### config.mk
export PLATFORM = sky130hd
export DESIGN_NAME = fraction_add_sub_mul_reduce
export DESIGN_NICKNAME = d
export VERILOG_FILES = /design/src/hdl/frac_pkg.sv /design/src/hdl/frac_front.sv /design/src/hdl/frac_queue.sv /design/src/hdl/frac_back.sv /design/src/hdl/fraction_add_sub_mul_reduce.sv
export VERILOG_INCLUDE_DIRS = /design/src /design/src/hdl
export SDC_FILE = /design/constraint.sdc
export NUM_CORES = 2
export LEC_CHECK = 0
export BUFFER_PORTS_ARGS = -buffer_cell sky130_fd_sc_hd__buf_2
export CORE_MARGIN = 5
export CORE_UTILIZATION = 36
export CTS_BUF_LIST = sky130_fd_sc_hd__clkbuf_16
export CTS_CLUSTER_DIAMETER = 50
export DETAILED_ROUTE_END_ITERATION = 8
export PLACE_DENSITY = 0.55
export SLEW_MARGIN = 5
export SYNTH_ARGS = -nofsm -noshare
export SYNTH_HDL_FRONTEND = slang
export SYNTH_HIERARCHICAL = 1
export SYNTH_SLANG_ARGS = --single-unit
### constraint.sdc
create_clock -name clk_i -period 18.2 [get_ports clk_i]
set_clock_uncertainty 0.1 [all_clocks]
set_input_delay 0.91 -clock clk_i [delete_from_list [all_inputs] [get_ports clk_i]]
set_output_delay 0.91 -clock clk_i [all_outputs]
set_load 0.02 [all_outputs]
### src/hdl/assert_macros.svh
// Assertion macros shared by the RTL of the fraction unit.
// Depends on nothing; included by modules that check their own logic.
`ifndef ASSERT_MACROS_SVH
`define ASSERT_MACROS_SVH
// Plain check, disabled while reset is asserted.
`define CHK(label, clk, rst_n, prop, msg) \
  label: assert property (@(posedge clk) disable iff (!rst_n) (prop)) else $error(msg);
// Implication check, disabled while reset is asserted.
`define CHK_IMP(label, clk, rst_n, pre, post, msg) \
  label: assert property (@(posedge clk) disable iff (!rst_n) (pre) |-> (post)) else $error(msg);
`endif

### src/hdl/frac_pkg.sv
// Package of the fraction unit: payload structs, operation codes, sizes.
// Depends on nothing.
package frac_pkg;
  localparam int unsigned OpW   = 16;
  localparam int unsigned ProdW = 2 * OpW;
  localparam int unsigned MagW  = ProdW + 1;
  localparam int unsigned NumW  = 33;
  localparam int unsigned DenW  = 31;
  localparam int unsigned QDepth = 2;

  typedef enum logic [1:0] {
    OP_ADD = 2'd0,
    OP_SUB = 2'd1,
    OP_MUL = 2'd2,
    OP_MUL_ALT = 2'd3
  } op_e;

  typedef struct packed {
    logic [1:0] op;
    logic signed [OpW-1:0] a_num;
    logic signed [OpW-1:0] a_den;
    logic signed [OpW-1:0] b_num;
    logic signed [OpW-1:0] b_den;
  } req_t;

  typedef struct packed {
    logic signed [NumW-1:0] res_num;
    logic [DenW-1:0] res_den;
    logic zero_den_error;
  } res_t;

  // Classified job handed from front to back.
  typedef struct packed {
    logic num_neg;
    logic [MagW-1:0] num_mag;
    logic [ProdW-1:0] den_mag;
    logic den_neg;
  } job_t;

  typedef enum logic [2:0] {
    FS_IDLE, FS_MUL1, FS_MUL2, FS_SUM, FS_PUSH
  } fstate_e;

  typedef enum logic [2:0] {
    BS_IDLE, BS_GCD, BS_DIVN, BS_DIVD, BS_OUT
  } bstate_e;
endpackage

### src/hdl/frac_front.sv
// Front part: accepts requests and forms the cross products with two multipliers.
// Depends on frac_pkg.
module frac_front import frac_pkg::*; (
  input  logic clk_i,
  input  logic rst_ni,
  input  logic start_i,
  input  req_t req_i,
  output logic busy_o,
  input  logic q_full_i,
  output logic push_o,
  output job_t job_o
);
  fstate_e state_q, state_d;
  req_t r_q;
  logic [ProdW-1:0] p1_q, p2_q, den_q;
  logic s1_q, s2_q, sd_q;
  logic an, ad, bn, bd;
  logic [OpW-1:0] man, mad, mbn, mbd, mx, my;
  logic [ProdW-1:0] prod;
  logic sum_neg;
  logic [MagW-1:0] sum_mag;
  logic is_mul;

  function automatic logic [OpW-1:0] mag(input logic [OpW-1:0] v);
    return v[OpW-1] ? (~v + 1'b1) : v;
  endfunction

  assign an = r_q.a_num[OpW-1];
  assign ad = r_q.a_den[OpW-1];
  assign bn = r_q.b_num[OpW-1];
  assign bd = r_q.b_den[OpW-1];
  assign man = mag(r_q.a_num);
  assign mad = mag(r_q.a_den);
  assign mbn = mag(r_q.b_num);
  assign mbd = mag(r_q.b_den);
  assign is_mul = r_q.op[1];

  // Shared multiplier: the denominator product in MUL1, then one numerator product in MUL2.
  always_comb begin
    unique case (state_q)
      FS_MUL1: begin mx = mad; my = mbd; end
      FS_MUL2: begin mx = is_mul ? man : man; my = is_mul ? mbn : mbd; end
      default: begin mx = mbn; my = mad; end
    endcase
  end
  assign prod = ProdW'(mx) * ProdW'(my);

  always_comb begin
    logic [MagW-1:0] x, y;
    logic xn, yn;
    x = MagW'(p2_q);
    xn = s2_q;
    y = MagW'(p1_q);
    yn = s1_q ^ (r_q.op == OP_SUB);
    if (p1_q == '0) yn = 1'b0;
    if (xn == yn) begin
      sum_mag = x + y;
      sum_neg = xn;
    end else if (x >= y) begin
      sum_mag = x - y;
      sum_neg = xn;
    end else begin
      sum_mag = y - x;
      sum_neg = yn;
    end
    if (sum_mag == '0) sum_neg = 1'b0;
  end

  always_comb begin
    state_d = state_q;
    push_o = 1'b0;
    job_o.num_neg = is_mul ? s2_q : sum_neg;
    job_o.num_mag = is_mul ? MagW'(p2_q) : sum_mag;
    job_o.den_mag = den_q;
    job_o.den_neg = sd_q;
    unique case (state_q)
      FS_IDLE: if (start_i) state_d = FS_MUL1;
      FS_MUL1: state_d = FS_MUL2;
      FS_MUL2: state_d = is_mul ? FS_PUSH : FS_SUM;
      FS_SUM:  state_d = FS_PUSH;
      FS_PUSH: begin
        if (!q_full_i) begin
          push_o = 1'b1;
          state_d = FS_IDLE;
        end
      end
      default: state_d = FS_IDLE;
    endcase
  end
  assign busy_o = (state_q != FS_IDLE);

  always_ff @(posedge clk_i or negedge rst_ni) begin
    if (!rst_ni) state_q <= FS_IDLE;
    else state_q <= state_d;
  end

  always_ff @(posedge clk_i) begin
    unique case (state_q)
      FS_IDLE: if (start_i) r_q <= req_i;
      FS_MUL1: begin
        den_q <= prod;
        sd_q <= (prod != '0) && (ad ^ bd);
      end
      FS_MUL2: begin
        p2_q <= prod;
        s2_q <= (prod != '0) && (is_mul ? (an ^ bn) : (an ^ bd));
      end
      FS_SUM: ;
      FS_PUSH: ;
      default: ;
    endcase
    // b_num*a_den product is taken in the cycle after acceptance too.
    if (state_q == FS_MUL1) begin
      p1_q <= ProdW'(mbn) * ProdW'(mad);
      s1_q <= (mbn != '0) && (mad != '0) && (bn ^ ad);
    end
  end
endmodule

### src/hdl/frac_queue.sv
// Short queue between the front and back parts.
// Depends on frac_pkg.
module frac_queue import frac_pkg::*; (
  input  logic clk_i,
  input  logic rst_ni,
  input  logic push_i,
  input  job_t data_i,
  output logic full_o,
  input  logic pop_i,
  output logic empty_o,
  output job_t data_o
);
  localparam int unsigned PW = $clog2(QDepth);
  job_t mem_q [QDepth];
  logic [PW-1:0] wp_q, rp_q;
  logic [PW:0] cnt_q;

  assign full_o = (cnt_q == (PW+1)'(QDepth));
  assign empty_o = (cnt_q == '0);
  assign data_o = mem_q[rp_q];

  always_ff @(posedge clk_i or negedge rst_ni) begin
    if (!rst_ni) begin
      wp_q <= '0;
      rp_q <= '0;
      cnt_q <= '0;
    end else begin
      if (push_i) wp_q <= wp_q + 1'b1;
      if (pop_i) rp_q <= rp_q + 1'b1;
      cnt_q <= cnt_q + (PW+1)'(push_i) - (PW+1)'(pop_i);
    end
  end

  always_ff @(posedge clk_i) begin
    if (push_i) mem_q[wp_q] <= data_i;
  end

`include "assert_macros.svh"
  `CHK_IMP(a_no_ovf, clk_i, rst_ni, full_o && !pop_i, !push_i, "queue overflow")
  `CHK_IMP(a_no_unf, clk_i, rst_ni, empty_o, !pop_i, "queue underflow")
  `CHK(a_cnt_max, clk_i, rst_ni, cnt_q <= (PW+1)'(QDepth), "queue count out of range")
endmodule

### src/hdl/frac_back.sv
// Back part: binary gcd, two restoring divisions unless den is zero, result strobe.
// Depends on frac_pkg.
module frac_back import frac_pkg::*; (
  input  logic clk_i,
  input  logic rst_ni,
  input  logic empty_i,
  input  job_t job_i,
  output logic pop_o,
  output logic valid_o,
  output res_t res_o
);
  localparam int unsigned CW = $clog2(MagW + 1);
  bstate_e state_q, state_d;
  logic [MagW-1:0] u_q, v_q, nm_q, dm_q, g_q, rem_q, quo_q, dvd_q;
  logic [CW-1:0] sh_q, cnt_q;
  logic rneg_q, nneg_q, zero_q;
  logic [MagW:0] trial;
  res_t res_q;

  assign trial = {rem_q, dvd_q[MagW-1]} - {1'b0, g_q};

  always_comb begin
    state_d = state_q;
    pop_o = 1'b0;
    unique case (state_q)
      BS_IDLE: if (!empty_i) begin
        pop_o = 1'b1;
        state_d = BS_GCD;
      end
      BS_GCD: if (zero_q) state_d = BS_OUT;
              else if (u_q == v_q || u_q == '0) state_d = BS_DIVN;
      BS_DIVN: if (cnt_q == CW'(MagW - 1)) state_d = BS_DIVD;
      BS_DIVD: if (cnt_q == CW'(MagW - 1)) state_d = BS_OUT;
      BS_OUT: state_d = BS_IDLE;
      default: state_d = BS_IDLE;
    endcase
  end

  always_ff @(posedge clk_i or negedge rst_ni) begin
    if (!rst_ni) begin
      state_q <= BS_IDLE;
      valid_o <= 1'b0;
    end else begin
      state_q <= state_d;
      valid_o <= (state_q == BS_OUT);
    end
  end
  assign res_o = res_q;

  always_ff @(posedge clk_i) begin
    unique case (state_q)
      BS_IDLE: begin
        nm_q <= job_i.num_mag;
        dm_q <= MagW'(job_i.den_mag);
        u_q <= job_i.num_mag;
        v_q <= MagW'(job_i.den_mag);
        nneg_q <= job_i.num_neg;
        rneg_q <= (job_i.num_mag != '0) && (job_i.num_neg ^ job_i.den_neg);
        zero_q <= (job_i.den_mag == '0);
        sh_q <= '0;
        cnt_q <= '0;
      end
      BS_GCD: begin
        // Binary gcd: when u reaches zero or equals v, gcd = v << sh.
        if (u_q == v_q || u_q == '0) begin
          g_q <= v_q << sh_q;
          rem_q <= '0;
          dvd_q <= nm_q;
        end else if (!u_q[0] && !v_q[0]) begin
          u_q <= u_q >> 1;
          v_q <= v_q >> 1;
          sh_q <= sh_q + 1'b1;
        end else if (!u_q[0]) u_q <= u_q >> 1;
        else if (!v_q[0]) v_q <= v_q >> 1;
        else if (u_q > v_q) u_q <= (u_q - v_q) >> 1;
        else v_q <= (v_q - u_q) >> 1;
      end
      BS_DIVN, BS_DIVD: begin
        quo_q <= {quo_q[MagW-2:0], !trial[MagW]};
        if (cnt_q == CW'(MagW - 1)) begin
          cnt_q <= '0;
          rem_q <= '0;
          dvd_q <= dm_q;
          if (state_q == BS_DIVN) nm_q <= {quo_q[MagW-2:0], !trial[MagW]};
          else dm_q <= {quo_q[MagW-2:0], !trial[MagW]};
        end else begin
          cnt_q <= cnt_q + 1'b1;
          dvd_q <= dvd_q << 1;
          if (!trial[MagW]) rem_q <= trial[MagW-1:0];
          else rem_q <= {rem_q[MagW-2:0], dvd_q[MagW-1]};
        end
      end
      BS_OUT: begin
        if (zero_q) begin
          res_q.res_num <= nm_q == '0 ? '0 : (nneg_q ? '1 : NumW'(1));
          res_q.res_den <= '0;
          res_q.zero_den_error <= 1'b1;
        end else begin
          res_q.res_num <= rneg_q ? NumW'(~nm_q + 1'b1) : NumW'(nm_q);
          res_q.res_den <= DenW'(dm_q);
          res_q.zero_den_error <= 1'b0;
        end
      end
      default: ;
    endcase
  end

`include "assert_macros.svh"
  `CHK_IMP(a_pop_idle, clk_i, rst_ni, pop_o, state_q == BS_IDLE, "pop outside idle")
  `CHK_IMP(a_valid_err, clk_i, rst_ni, valid_o && res_o.zero_den_error,
           res_o.res_den == '0, "error with nonzero denominator")
  `CHK_IMP(a_valid_idle, clk_i, rst_ni, valid_o, state_q == BS_IDLE, "strobe outside idle")
endmodule

### src/hdl/fraction_add_sub_mul_reduce.sv
// Fraction unit: add, subtract or multiply two 16-bit fractions, reduced result.
// The front steps through MUL1, MUL2, SUM (skipped on multiply) and PUSH; the back
// runs the binary gcd, then divides numerator and denominator (skipped on a zero
// denominator). busy drops once the job is pushed, which waits for room in the queue;
// throughput is set by the back part's gcd and divider; results are not stalled.
// Reset (rst_ni, asynchronous, active low) empties the queue and idles both parts.
module fraction_add_sub_mul_reduce import frac_pkg::*; (
  input  logic clk_i,
  input  logic rst_ni,
  input  logic start,
  input  req_t req_i,
  output logic busy,
  output logic valid_o,
  output res_t res_o
);
  // The front computes exact sign-magnitude cross products of each request.
  logic push, full, pop, empty, fbusy;
  job_t fjob, qjob;

  frac_front u_front (
    .clk_i, .rst_ni, .start_i(start), .req_i, .busy_o(fbusy),
    .q_full_i(full), .push_o(push), .job_o(fjob)
  );

  // The queue decouples the short front from the long reduction.
  frac_queue u_queue (
    .clk_i, .rst_ni, .push_i(push), .data_i(fjob), .full_o(full),
    .pop_i(pop), .empty_o(empty), .data_o(qjob)
  );

  // The back reduces by the gcd and emits one strobe per request.
  frac_back u_back (
    .clk_i, .rst_ni, .empty_i(empty), .job_i(qjob), .pop_o(pop),
    .valid_o, .res_o
  );

  assign busy = fbusy;
endmodule

# --- Yosys cells after proc, flatten, opt, wreduce, memory -nomap -nowiden ---
# Memories as Yosys holds them, arrays and structs flattened.
# Index checks and enable logic that the tools add are counted.
word_totals:
  memories: 1
  ramBits: 134
  reg_bits: 519
  output_inout_bits: 67
  wordCells: 203
  in_bits: 69
classes:
  n_lt_le_gt_ge: 2
  n_bitwise: 11
  add_sub_neg: 17
  n_shift: 1
  reduce_logical: 39
  n_mul: 2
  mux: 66
  eq_ne: 29
mem_list:
  columns: ["memory", "depth", "word_bits", "rd", "rd_clocked_by_memory_dff", "wr", "line", "text"]
  rows:
  - ["u_queue.mem_q", 2, 67, 1, 0, 1, "frac_queue.sv:14", "job_t mem_q [QDepth];"]
ops:
  columns: ["op", "count"]
  rows:
  - ["$mux W33", 25]
  - ["$pmux W33 S2", 6]
  - ["$logic_not A33 Y1", 3]
  - ["$mux W16", 5]
  - ["$sub A32 B32 Y33", 2]
  - ["$sub A33 B33 Y33", 2]
  - ["$mux W65", 1]
  - ["$add A16 B1 Y16 const B", 4]
  - ["$logic_not A32 Y1", 2]
  - ["$mul A16 B16 Y32", 2]
  - ["$not A16 Y16", 4]
  - ["$pmux W16 S2", 2]
  - ["$sub A34 B33 Y34", 1]
  - ["$add A32 B32 Y33", 1]
  - ["$add A33 B1 Y33 const B", 1]
  - ["$eq A33 B33 Y1", 1]
  - ["$gt A33 B33 Y1", 1]
  - ["$not A33 Y33", 1]
  - ["$reduce_bool A33 Y1", 1]
  - ["$shl A33 B6 Y33", 1]
  - ["$ge A32 B32 Y1", 1]
  - ["$reduce_bool A16 Y1", 2]
  - ["$reduce_bool A32 Y1", 1]
  - ["$mux W3", 8]
  - ["32 further kinds", 89]

# --- Longest topological paths before layout ---
depth:
  word_depth: 8
  mapped_depth: 35
  depth_no_buf: 33

# --- Hierarchy ---
# The synthesis kept the hierarchy.
by_module_without_submodules:
  columns: ["mod", "cells_each", "instances", "seq_area_each_um2", "area_each_um2"]
  rows:
  - ["frac_front", 3293, 1, 5029.8, 29134.2]
  - ["frac_back", 2368, 1, 10369.9, 22520.3]
  - ["frac_queue", 224, 1, 4124.0, 5122.4]

# --- Least setup slack after synthesis ---
# Ideal clock, no wire load.
synth_path:
  path_type: "reg2reg"
  startpoint: "reg u_front.state_q[1]"
  endpoint: "reg u_front.s2_q (data pin)"
  required_ns: 17.834
  setup_ns: 0.266
  n_path_buf: 4
  t_arrival_ns: 9.749
  path_slack_ns: 8.085
  path_stages_with_launch: 31
  synth_period_minus_slack_ns: 10.115
  cell_sequence: "dfrtp_1 > clkbuf_1 > nand3b_1 > clkbuf_1 > inv_1 > clkbuf_1 > a22oi_1 > o21ai_1 > clkbuf_1 > nand2_1 > fa_1 > fa_1 > inv_1 > fa_1 > inv_1 > fa_1 > fa_1 > fa_1 > inv_1 > ha_1 > and4_1 > a211o_1 > and2_1 > o311ai_0 > o21ai_0 > a21oi_1 > o21ai_0 > xor2_1 > or3_1 > nor4_1 > nor2_1"
synth_between:
  elab_chain_cells: 5
  word_cells_on_any_way: 7
  classes_between: "mul: 1; eq/ne: 2; mux: 2; reduce/logical: 2"
synth_lines:
  columns: ["item", "line", "text"]
  rows:
  - ["from (decl)", "frac_front.sv:13", "fstate_e state_q, state_d;"]
  - ["from (signal assigned)", "frac_front.sv:94", "else state_q <= state_d;"]
  - ["$eq A3 B2 Y1 or $eq A3 B1 Y1 (tied branches)", "frac_front.sv:40", "unique case (state_q)"]
  - ["$pmux W16 S2", "frac_front.sv:40", null]
  - ["$mul A16 B16 Y32 (*)", "frac_front.sv:46", "assign prod = ProdW'(mx) * ProdW'(my);"]
  - ["via u_front.prod[30]", "frac_front.sv:19", "logic [ProdW-1:0] prod;"]
  - ["$reduce_bool A32 Y1 (*)", "frac_front.sv:106", "s2_q <= (prod != '0) && (is_mul ? (an ^ bn) : (an ^ bd));"]
  - ["$logic_and A1 B1 Y1 (*)", "frac_front.sv:106", null]
  - ["to (signal assigned)", "frac_front.sv:106", null]
  - ["to (decl)", "frac_front.sv:16", "logic s1_q, s2_q, sd_q;"]
# The timed path passes the listed nets; every way through them passes the cells marked *.
# A chain may end at the register's enable or synchronous reset.

# --- Worst setup path after layout ---
layout_path:
  startpoint: "reg u_front.state_q[0]"
  endpoint: "reg u_front.sd_q (data pin)"
layout_between:
  elab_chain_cells: 5
  word_cells_on_any_way: 7
  classes_between: "mul: 1; eq/ne: 2; mux: 2; reduce/logical: 2"
layout_lines:
  columns: ["item", "line", "text"]
  rows:
  - ["$eq A3 B2 Y1 or $eq A3 B1 Y1 (tied branches)", "frac_front.sv:40", null]
  - ["$pmux W16 S2", "frac_front.sv:40", null]
  - ["$mul A16 B16 Y32 (*)", "frac_front.sv:46", null]
  - ["via u_front.prod[29]", "frac_front.sv:19", null]
  - ["$reduce_bool A32 Y1 (*)", "frac_front.sv:102", "sd_q <= (prod != '0) && (ad ^ bd);"]
  - ["$logic_and A1 B1 Y1 (*)", "frac_front.sv:102", null]
  - ["to (signal assigned)", "frac_front.sv:102", null]
  - ["to (decl)", "frac_front.sv:16", null]
# Marked as above.

==> impl_metrics.json <==
{
  "outcome": "completed",
  "finalMaxSlewViolations": 0,
  "endpoint_kind": "flip-flop",
  "core_um2": 157000,
  "r2r_setup_slack_ps": 8360,
  "first_iter_violations": 3788,
  "postCtsSetupBuffers": 0,
  "syn_to_final_growth_pct": 10.3,
  "synth_edf_count": 641,
  "yosysWarnings": 6,
  "worstSetupPathType": "reg2reg",
  "gp_congestion": 0.918,
  "crit_fanout": 28,
  "cts_tree": "done",
  "cts.clk_slew.worst_paths_ps": 60,
  "fp-row-count": 145,
  "hp-class": "in2async",
  "route.detailed.drc": 0,
  "startpoint_type": "flip-flop",
  "grt-ovfl-total": 0,
  "place_hpwl_um": 138000,
  "fin_cells": 8060,
  "arrival_ps": 10130,
  "vias": 43700,
  "dieArea_um2": 166000,
  "reg2reg_from": "u_front/state_q[0]",
  "synthDistinctLibCells": 101,
  "tightest_slew_ps": 1270,
  "synth-seq-cells": 652,
  "ant_nets": 0,
  "slew_headroom_pct": 15.3,
  "cts_resized": 0,
  "grt_max_degree": 94,
  "nNetsFinal": 6800,
  "drive_gt1_share_pct": 9.35,
  "holdWs_ps": 189,
  "fmax_mhz": 102,
  "async_reset_ff_share_pct": 1.69,
  "clkSinkCount": 652,
  "rsz0062_at_grt": "false",
  "via_per_inst": 5.43,
  "syn-num-nets": 6761,
  "final_cell_mix": "725 x nand2_1, 697 x inv_1, 641 x edfxtp_1",
  "final-setup-viol-count": 0,
  "h-tree-depth": 3,
  "synth.cell_area_um2": 56800,
  "syn_area_per_cell_um2": 9.65,
  "grt_use_total_pct": 20.8,
  "clockBufferDepth": 3,
  "insertion_delay_ps": 700,
  "layout_commonest_cell": "nand2_1",
  "syn_inst": 5885,
  "r2r_cells": 29,
  "grt_pass1_vias": 43800,
  "worstReg2RegEnd": "u_front/sd_q",
  "yosys_most_used_dff": "edfxtp_1",
  "avgRoutedWirePerCell_um": 21.9,
  "min_period_over_period_pct": 54.1,
  "io_pins": 136,
  "cp_common_cell": "fa_1",
  "die_h_um": 407,
  "cp.required_ps": 18490,
  "grt_pass1_wl_um": 270000,
  "io_buffers": 135,
  "cts_root_buf": "clkbuf_16",
  "hold_violations": 0,
  "cap_viol_max_count": 0,
  "critPathMaxStageDelay_ps": 860,
  "period_minus_slack_ps": 9840,
  "dr.pass1.iters": 8,
  "yosysSeqAreaShare_pct": 34.4,
  "antenna_found_initial": 5,
  "placedCellCount": 7892,
  "die_x_um": 407,
  "slowest_stage": "nor2_2",
  "start_util_pct": 36.3,
  "routed_wl_um": 177000,
  "cts_made_buffers": 88,
  "fin_setup_tns_ps": 0,
  "cts-hold-fix-buffers": 0
}
-- sequential cells by signal, summed over array words and instances, names as in the netlist, 2 cells and up --
register	cells
u_back/cnt_q	6
u_back/dm_q	33
u_back/dvd_q	33
u_back/g_q	33
u_back/nm_q	33
u_back/quo_q	32
u_back/rem_q	33
u_back/res_o	65
u_back/sh_q	6
u_back/state_q	3
u_back/u_q	33
u_back/v_q	32
u_front/den_q	32
u_front/p1_q	32
u_front/p2_q	32
u_front/r_q	61
u_front/state_q	3
u_queue/cnt_q	2
u_queue/mem_q	134
-- Yosys cell counts (50+ instances only) --
master,number,area share [%]
mux2i_1,71,1.3
fa_1,394,14
nand2b_1,63,0.69
and2_1,57,0.63
mux2_2,57,1.1
ha_1,413,9.1
edfxtp_1,641,34
inv_1,691,4.6
a21o_1,98,1.3
nor4_1,57,0.63
xnor2_1,160,2.5
nor3_1,80,0.71
xor2_1,113,1.7
o21ai_0,304,2.7
nor2_1,503,3.3
nand2_1,725,4.8
nor2b_1,70,0.77
a221oi_1,50,0.77
buf_2,56,0.49
nand3_1,67,0.59
a21oi_1,322,2.8
clkbuf_1,202,1.3
-- cell families (layout without fill, tap and decap cells) --
| group | count (synthesis) | in the layout | share of synthesized area, % |
|---|---|---|---|
| xor gates and xnor gates | 274 | 274 | 4.25 |
| other | 0 | 3 | 0 |
| DFF | 652 | 652 | 34.4 |
| adders and majority gates | 807 | 807 | 23.0 |
| AOI/OAI and AO/OA | 1197 | 1197 | 13.6 |
| muxes | 166 | 166 | 3.63 |
| and+or+nand+nor | 1813 | 1813 | 14.5 |
| buffers and inverters | 976 | 1090 | 6.70 |
-- per-layer routing --
metal | vias up | share of wire [%] | track usage (%)
li1 | 20400 | - | -
met1 | 21400 | 44 | 28.3
met2 | 1601 | 45 | 32.9
met3 | 335 | 7.3 | 4.31
met4 | 2 | 3.8 | 7.59
met5 | - | 0.0074 | 0
-- layout make-up --
cell class,instances,area (um2)
diodes,3,7.51
clock buffers,89,2230
clock inverters,76,701
fillers,15500,93900
inverters,693,2600
multi-input cells,4257,33600
flip-flops and latches,652,19500
well taps,2058,2570
repair buffers,232,1400
-- how the worst max path moves through the flow --
stage                             from  slack, ps  depth (start not counted)      endpoint
floorplan           u_front/state_q[1]       8080                         30  u_front/s2_q
detailed placement  u_front/state_q[0]       8300                         29  u_front/sd_q
global route        u_front/state_q[0]       7680                         29  u_front/sd_q
CTS                 u_front/state_q[0]       8300                         29  u_front/sd_q
finish              u_front/state_q[0]       8360                         29  u_front/sd_q
global placement    u_front/state_q[0]       8490                         30  u_front/sd_q
-- critical path: cells and delay by family (launching register included) --
kind / cells / cell delay (ps)
AOI/OAI and AO/OA: 7 / 2130
DFF: 1 / 540
and+or+nand+nor: 10 / 2800
buffers and inverters: 4 / 370
adders and majority gates: 7 / 3420
xor gates and xnor gates: 1 / 190
-- through the flow --
step	setup WS [ps]	instance area (um2)	utilization, %
2_1_floorplan	8080	56800	-
3_3_place_gp	8490	59700	38.1
3_5_place_dp	8300	59700	38.1
4_1_cts	8300	62600	40.0
5_1_grt	7680	62600	40.0
6_report	8360	62600	40.0
Power is not shown: default switching activity piles up to over one toggle a cycle in this logic, so the estimate is an artifact.
